## src/rtl/assert_macros.svh

```systemverilog
// ----------------------------------------------------------------------------
// assert_macros.svh
// Assertion macros shared by the response checker RTL.
// ----------------------------------------------------------------------------
`ifndef ASSERT_MACROS_SVH
`define ASSERT_MACROS_SVH

// Same-cycle property, sampled on clk, off during reset.
`define MBRC_ASSERT(label, prop, msg) \
    label: assert property (@(posedge clk) disable iff (!rst_n) (prop)) \
        else $error(msg);

// Antecedent this cycle, consequent on the next edge.
`define MBRC_ASSERT_NEXT(label, ante, cons, msg) \
    label: assert property (@(posedge clk) disable iff (!rst_n) (ante) |=> (cons)) \
        else $error(msg);

`endif

```

## src/rtl/mbrc_pkg.sv

```systemverilog
// ----------------------------------------------------------------------------
// mbrc_pkg
// Types, codes and the CRC-16 lookup table for the Modbus response checker.
// ----------------------------------------------------------------------------
package mbrc_pkg;

    localparam logic [15:0] CRC_INIT = 16'hFFFF;
    localparam logic [15:0] CRC_POLY = 16'hA001;

    localparam logic [7:0] POS_ADDRESS  = 8'd0;
    localparam logic [7:0] POS_FUNCTION = 8'd1;
    localparam logic [7:0] POS_COUNT    = 8'd2;
    localparam logic [7:0] POS_CRC_MIN  = 8'd4;
    localparam logic [7:0] POS_SAT      = 8'hFF;

    localparam int CFG_INDEX_W = 2;
    localparam logic [CFG_INDEX_W-1:0] CFG_EXPECTED_ADDRESS  = 2'd0;
    localparam logic [CFG_INDEX_W-1:0] CFG_EXPECTED_FUNCTION = 2'd1;
    localparam logic [CFG_INDEX_W-1:0] CFG_UNPACK_ENABLE     = 2'd2;

    localparam logic [7:0] RST_EXPECTED_ADDRESS  = 8'd1;
    localparam logic [6:0] RST_EXPECTED_FUNCTION = 7'd3;

    typedef enum logic [2:0] {
        STATUS_OK           = 3'd0,
        STATUS_ADDR_MISMATCH = 3'd1,
        STATUS_FUNC_MISMATCH = 3'd2,
        STATUS_EXCEPTION    = 3'd3,
        STATUS_CRC_ERROR    = 3'd4
    } status_t;

    typedef struct packed {
        logic [7:0] rx_byte;
        logic       last_byte;
    } rx_item_t;

    typedef struct packed {
        logic        word_valid;
        logic [5:0]  word_index;
        logic [15:0] word_value;
        logic        frame_done;
        status_t     status;
        logic [7:0]  exception_code;
    } result_t;

    typedef struct packed {
        logic [7:0] expected_address;
        logic [6:0] expected_function;
        logic       unpack_enable;
    } cfg_t;

    // Reflected CRC-16 table, one entry per low byte of (crc ^ data).
    function automatic logic [255:0][15:0] build_crc_table();
        logic [255:0][15:0] tbl;
        logic [15:0]        c;
        for (int i = 0; i < 256; i++)
        begin
            c = 16'(i);
            for (int k = 0; k < 8; k++)
            begin
                c = c[0] ? ((c >> 1) ^ CRC_POLY) : (c >> 1);
            end
            tbl[i] = c;
        end
        return tbl;
    endfunction

    localparam logic [255:0][15:0] CRC_TABLE = build_crc_table();

endpackage

```

## src/rtl/mbrc_core.sv

```systemverilog
// ----------------------------------------------------------------------------
// mbrc_core
// Per-byte frame state: CRC, position, header checks, word assembly, status.
// ----------------------------------------------------------------------------
`include "assert_macros.svh"

module mbrc_core #(
    parameter int MAX_WORDS = 64
) (
    input  logic               clk,
    input  logic               rst_n,
    input  mbrc_pkg::cfg_t     cfg,
    input  mbrc_pkg::rx_item_t item,
    input  logic               fire,
    output logic               emit,
    output mbrc_pkg::result_t  result
);

    localparam logic [7:0] MAX_WORDS_W = 8'(MAX_WORDS);

    logic [7:0]  pos_reg,      pos_next;
    logic [15:0] crc_reg,      crc_next;
    logic        addr_ok_reg,  addr_ok_next;
    logic        func_ok_reg,  func_ok_next;
    logic        exc_reg,      exc_next;
    logic [7:0]  count_reg,    count_next;
    logic [7:0]  pending_reg,  pending_next;

    logic [15:0]           crc_upd;
    logic                  is_addr, is_func, is_count, is_body;
    logic [6:0]            word_idx;
    logic                  word_hit;
    mbrc_pkg::status_t     st;

    always_comb
    begin
        crc_upd = {8'h00, crc_reg[15:8]}
                ^ mbrc_pkg::CRC_TABLE[crc_reg[7:0] ^ item.rx_byte];

        is_addr  = (pos_reg == mbrc_pkg::POS_ADDRESS);
        is_func  = (pos_reg == mbrc_pkg::POS_FUNCTION);
        is_count = (pos_reg == mbrc_pkg::POS_COUNT);
        is_body  = !is_addr && !is_func && !is_count && (pos_reg != mbrc_pkg::POS_SAT);

        // word i completes at byte 4+2i
        word_idx = pos_reg[7:1] - 7'd2;
        word_hit = is_body && !pos_reg[0] && cfg.unpack_enable && !exc_reg
                 && (word_idx < count_reg[7:1])
                 && ({1'b0, word_idx} < MAX_WORDS_W);

        addr_ok_next = is_addr  ? (item.rx_byte == cfg.expected_address) : addr_ok_reg;
        func_ok_next = is_func  ? (item.rx_byte[6:0] == cfg.expected_function) : func_ok_reg;
        exc_next     = is_func  ? item.rx_byte[7] : exc_reg;
        count_next   = is_count ? item.rx_byte : count_reg;
        pending_next = (is_body && pos_reg[0]) ? item.rx_byte : pending_reg;
        crc_next     = crc_upd;
        pos_next     = (pos_reg != mbrc_pkg::POS_SAT) ? pos_reg + 8'd1 : pos_reg;

        if (!addr_ok_next)
            st = mbrc_pkg::STATUS_ADDR_MISMATCH;
        else if (!func_ok_next)
            st = mbrc_pkg::STATUS_FUNC_MISMATCH;
        else if (exc_next)
            st = mbrc_pkg::STATUS_EXCEPTION;
        else if ((pos_reg >= mbrc_pkg::POS_CRC_MIN) && (crc_upd != 16'h0000))
            st = mbrc_pkg::STATUS_CRC_ERROR;
        else
            st = mbrc_pkg::STATUS_OK;

        emit = word_hit || item.last_byte;

        result.word_valid     = word_hit;
        result.word_index     = word_hit ? word_idx[5:0] : 6'd0;
        result.word_value     = word_hit ? {pending_reg, item.rx_byte} : 16'h0000;
        result.frame_done     = item.last_byte;
        result.status         = item.last_byte ? st : mbrc_pkg::STATUS_OK;
        result.exception_code = (item.last_byte && st == mbrc_pkg::STATUS_EXCEPTION)
                              ? count_next : 8'h00;
    end

    always_ff @(posedge clk or negedge rst_n)
    begin
        if (!rst_n)
        begin
            pos_reg     <= 8'd0;
            crc_reg     <= mbrc_pkg::CRC_INIT;
            addr_ok_reg <= 1'b0;
            func_ok_reg <= 1'b0;
            exc_reg     <= 1'b0;
            count_reg   <= 8'd0;
            pending_reg <= 8'd0;
        end
        else if (fire)
        begin
            if (item.last_byte)
            begin
                pos_reg     <= 8'd0;
                crc_reg     <= mbrc_pkg::CRC_INIT;
                addr_ok_reg <= 1'b0;
                func_ok_reg <= 1'b0;
                exc_reg     <= 1'b0;
                count_reg   <= 8'd0;
                pending_reg <= 8'd0;
            end
            else
            begin
                pos_reg     <= pos_next;
                crc_reg     <= crc_next;
                addr_ok_reg <= addr_ok_next;
                func_ok_reg <= func_ok_next;
                exc_reg     <= exc_next;
                count_reg   <= count_next;
                pending_reg <= pending_next;
            end
        end
    end

    `MBRC_ASSERT_NEXT(a_frame_restart, fire && item.last_byte,
        pos_reg == 8'd0 && crc_reg == mbrc_pkg::CRC_INIT, "frame state not cleared")
    `MBRC_ASSERT(a_status_only_at_end,
        !item.last_byte |-> result.status == mbrc_pkg::STATUS_OK, "status off frame end")

endmodule
```

## config.mk

```make
export PLATFORM = sky130hd
export DESIGN_NAME = mbrc_core
export DESIGN_NICKNAME = d
export VERILOG_FILES = /design/src/rtl/mbrc_pkg.sv /design/src/rtl/mbrc_core.sv
export VERILOG_INCLUDE_DIRS = /design/src /design/src/rtl
export SDC_FILE = /design/constraint.sdc
export NUM_CORES = 1
export LEC_CHECK = 0
export ABC_AREA = 1
export CORE_MARGIN = 8
export CORE_UTILIZATION = 50
export CTS_BUF_LIST = sky130_fd_sc_hd__clkbuf_8
export DETAILED_ROUTE_END_ITERATION = 8
export DONT_BUFFER_PORTS = 1
export GPL_TIMING_DRIVEN = 0
export HOLD_SLACK_MARGIN = 0.03
export PLACE_DENSITY_LB_ADDON = 0.05
export SYNTH_ARGS = -nofsm -noshare
export SYNTH_HDL_FRONTEND = slang
export SYNTH_SLANG_ARGS = --single-unit
```

## constraint.sdc

```tcl
create_clock -name clk -period 2.65 [get_ports clk]
set_input_delay 0.53 -clock clk [delete_from_list [all_inputs] [get_ports clk]]
set_output_delay 0.53 -clock clk [all_outputs]
set_load 0.01 [all_outputs]
```

### Yosys cells after proc, flatten, opt, wreduce, memory -nomap -nowiden

Memories as Yosys holds them, arrays and structs flattened.
Cells that the tools add are included.

* register bits: 43
* ROM bits: 4096
* bits of input ports: 28
* logic and storage cells: 67
* memories kept: 1

Memory list
* (name not given): words 256, width 16, rd ports 1, clocked after Yosys merged registers in 0, wr ports 0, RTL line mbrc_core.sv:38 `^ mbrc_pkg::CRC_TABLE[crc_reg[7:0] ^ item.rx_byte];`

* add/subtract/negate cells: 2
* $lt $le $gt $ge: 4
* equality and inequality tests: 6
* multiplexer cells: 22
* bitwise logic cells: 2
* reductions and logical operators: 23

Operators by type and width (number)
* $mux 8: 7
* $mux 16: 3
* $reduce_bool 16->1: 1
* $xor 8x16->16: 1
* $mux 3: 5
* $logic_and 1x1->1: 11
* $lt 8x9->1 const B: 1
* $add 8x1->8 const B: 1
* $eq 8x1->1 const B: 1
* $eq 8x2->1 const B: 1
* $eq 8x8->1: 1
* $ge 8x3->1 const B: 1
* $logic_not 8->1: 1
* $ne 8x8->1 const B: 1
* $xor 8x8->8: 1
* $eq 7x7->1: 1
* $lt 7x7->1: 1
* $lt 7x7->1 const B: 1
* $sub 7x2->7 const B: 1
* $mux 1: 6
* $mux 6: 1
* $logic_not 1->1: 5
* $reduce_and 2->1: 2
* $reduce_bool 2->1: 2
* 2 further kinds: 2

### Logic depth before layout (Yosys ltp)

* depth in word-level cells: 13
* mapped depth: 15
* depth with buffers taken out: 15

### Least setup slack after synthesis

OpenSTA, ideal clock, no wires.

* path kind: register -> output
* start point: register pos_reg[2]
* end point: output result[12] in the netlist's numbering
* data arrival time: 2179 ps
* data required time: 2120 ps
* path slack: -59 ps
* cell stages (with the launch flop): 15
* path buffers: 1
* cell sequence: dfrtp_1 -> inv_1 -> ha_1 -> nand2_1 -> xor2_1 -> inv_1 -> ha_1 -> nand2_1 -> inv_1 -> o21ai_0 -> nand2_1 -> a41oi_1 -> nand3_2 -> buf_6 -> nor2_1

RTL lines
* start, declared: RTL line mbrc_core.sv:21 `logic [7:0] pos_reg, pos_next;`
* start signal, assigned: RTL line mbrc_core.sv:107 `pos_reg <= pos_next;`
* end, declared: RTL line mbrc_core.sv:16 `output mbrc_pkg::result_t result`

==> results.toml <==
[layout]
syn_to_final_growth_pct = 25.3
nets = 496
n_fill_cell = 541
antenna_cells = 0
final_util_pct = 64.2
largest_reg_flops = 16
final_cell_area_um2 = 4030
drive_gt1_share_pct = 36.8

[routing]
drt_wl_total_mm = 9.14
routed_via_density = 5.32
wl_per_cell_um = 17.1
num_vias = 2836
drc = 0
firstDrtPassIters = 4
drt_iter0_markers = 153
postRouteAntennaNets = 0

[critical_path]
path_buf_inv = 5
crit_required_ns = 2.12
worstReg2RegStart = "pos_reg[2]"
cpPeakStageDelay_ns = 0.43
startpoint = "pos_reg[2]"
reg2regPathDepth = 11
cp-start-kind = "flop"
cp-end-kind = "primary output"
crit_path_max_fanout = 5
critical_path_class = "flop to primary output"
timing.reg2reg.setup_slack_ns = 0.61
crit_chain = "inv_4 > ha_4 > nand2_4 > xor2_4 > inv_2 > ha_4 > nand2_2 > inv_2 > o21ai_1 > nand2_1 > a41oi_2 > nand3_4 > buf_12 > buf_16 > nor2_4"
r2r_end = "pending_reg[4]"
cp_slowest_cell = "dfrtp_2"
critical-path-top-delay-family = "buffers and inverters"
arrival_ns = 2.57

[placed_design]
gp_congestion = 0.853
dp_hpwl_mm = 6.56
place_ws_ns = -0.257
io_buffers = 0
dpl_cell_area_um2 = 3330

[sta]
skew_ns = 0.0111
period_needed_ns = 3.10
worst_pin_slew_ns = 0.532
rsz0062_at_grt = "true"
setup_slack_ns = -0.448
min_period_over_period_pct = 117
setup_viol = 24
hold_viol_final = 0
relSlewSlack_pct = 64.6
max_freq_mhz = 323
slew_violations = 0

[synth]
muxShareOfSynthArea_pct = 0
synth-adder-area-share_pct = 5.06
synth_nets = 468
synth_xor_area_share_pct = 8.13
yosysSeqAreaShare_pct = 34.1
synth-simple-area-share_pct = 30.5
synth.distinct_cells = 42
yosys_register_bits = 43
synth_warnings = 0
synth_top_cell_by_area = "dfrtp_1"
synthTopCellsByArea = "dfrtp_1 (21%), dfstp_2 (13%), nand2_1 (11%), inv_1 (6.7%), ha_1 (5.1%)"
synth-compound-area-share_pct = 11.6
syn_inst = 427
netlist.area_leader.share_pct = 21.0
syn_area_um2 = 3220
syn-mean-instance-area_um2 = 7.53
synth_top_family_by_area = "simple AND/OR/NAND/NOR gates"

[cts]
cts_root_buf = "clkbuf_8"
clk_path_buf_depth = 2
cts.sinks = 43
cts_made_buffers = 5
cts.htree.levels = 2
cts_tree = "yes"
clk_latency_ns = 0.30
clk_pin_slew_worst_paths_ns = 0.09

[worst_hold_path]
hold_class = "primary input to asynchronous set/reset pin"

[floorplan]
die_area_um2 = 9260
start_util_pct = 51.2
fp.dieW_um = 96.2
ios = 64
core-area_um2 = 6280
num_rows = 29
die_h_um = 96.2

[grt]
grt_pass1_vias = 2745
grt_max_degree = 28
grt_overflow = 0
globalRouteTotalUtil_pct = 19.9
grt_pass1_wl_mm = 14.0
antenna_found_initial = 0

[run]
maxCapViolations = 0

[power_and_ir_drop]
leakagePower_uw = 0.00180
peakVddDrop_mv = 0.443
p_per_area_nw_per_um2 = 626

[run_status]
status = "complete, but fails checks"
violations = "setup timing"
cell families after synthesis:
| logic type | count (synthesis) |
|---|---|
| AOI/OAI and AO/OA | 63 |
| xor gates and xnor gates | 29 |
| adders and majority gates | 13 |
| buffers and inverters | 81 |
| DFF | 43 |
| and+or+nand+nor | 198 |
how the worst max path moves through the flow:
stage	slack, ns	to	cells after the start
2_1_floorplan	0.02	result[34]	15
3_3_place_gp	-0.24	result[18]	14
3_5_place_dp	-0.26	result[12]	14
4_1_cts	-0.41	result[30]	14
5_1_grt	-0.52	result[32]	14
6_report	-0.45	result[32]	15
where the power goes:
| group | switching [uW] | internal, uW |
|---|---|---|
| Clock | 231 | 275 |
| Sequential | 85.1 | 805 |
| Combinational | 692 | 437 |
area by class of cell:
class	count	area [um2]	share of cell area, %
Buffer	12	75.1	1.86
Clock buffer	5	68.8	1.71
Clock inverter	3	37.5	0.931
Inverter	68	260	6.46
Multi-Input combinational cell	303	2150	53.4
Sequential cell	43	1100	27.4
Tap cell	77	96.3	2.39
Timing Repair Buffer	22	238	5.90
worst reg2reg max path, cell delays in order, from the launching register on:
cell and delay, ns:
dfrtp_2 0.43, buf_4 0.16, ha_1 0.20, nand2_1 0.08, nor2_2 0.05, nand2_2 0.10
inv_1 0.06, nor2_1 0.12, nand3_2 0.11, nor2_2 0.18, nand2_1 0.23, o21ai_0 0.25
layer usage:
| metal | track usage [%] | wire [um] | up-vias |
|---|---|---|---|
| met5 | 0 | 0 | - |
| met4 | 5.63 | 95 | 0 |
| met3 | 4.13 | 735 | 10 |
| met2 | 31.6 | 4140 | 97 |
| met1 | 26.6 | 4170 | 1327 |
| li1 | - | - | 1402 |
cells in the final DEF (no fill, tap or decap), types with 5 or more instances in the layout:
master / netlist / layout
xor2_1: 15 / 12
inv_2: 9 / 16
a21oi_1: 14 / 12
ha_1: 13 / 7
o22ai_1: 12 / 12
ha_4: 0 / 6
nand3_1: 17 / 16
nand2_1: 94 / 86
nor3_1: 8 / 7
dfrtp_1: 27 / 21
nor2_1: 26 / 9
nor2_4: 1 / 31
buf_6: 2 / 5
nor2_2: 19 / 6
inv_1: 57 / 51
o21ai_0: 26 / 25
dfrtp_2: 0 / 6
nand2_2: 17 / 24
buf_4: 5 / 19
clkbuf_8: 0 / 5
xnor2_1: 13 / 13
dfstp_2: 16 / 16
cell usage after synthesis:
cell,instances
nand3_4,2
nor2_2,19
clkbuf_1,2
buf_6,2
nand4_4,1
nand3_2,3
o22a_1,1
dfrtp_1,27
xor2_1,15
inv_4,1
clkinv_1,1
a41oi_1,1
nand3_1,17
dfstp_2,16
o21ai_0,26
a21oi_1,14
ha_1,13
o22ai_1,12
o21ai_4,1
a22oi_1,3
o21ai_2,2
nor4_1,3
nand2_1,94
nor3b_1,1
buf_4,5
buf_1,1
o21ai_1,1
nor3_1,8
nor3_2,1
nor2_1,26
nand2_2,17
nor2_4,1
nand2_4,2
xnor2_1,13
buf_2,3
inv_2,9
nand4_1,2
a22o_1,1
xnor2_2,1
nand3b_2,1
a21oi_2,1
inv_1,57
repair_timing:
item,CTS,global route
buffers inserted,13,7
hold endpoints to repair,27,0
cloned,1,0
pin swaps,4,13
setup endpoints to repair,34,35
resized for setup,51,41
hold buffers,1,0
metrics by stage:
stage          instances  TNS [ns]  hold WS, ns  power, uW
6_report             533     -8.69       0.0539       2520
5_1_grt              533    -10.82       0.0461       2690
4_1_cts              527     -8.35       0.0448       2430
3_5_place_dp         504     -5.22        0.236       1770
3_3_place_gp         504     -4.79        0.236       1750
2_1_floorplan        427         0        0.234       1590
(Power assumes the default switching activity.)
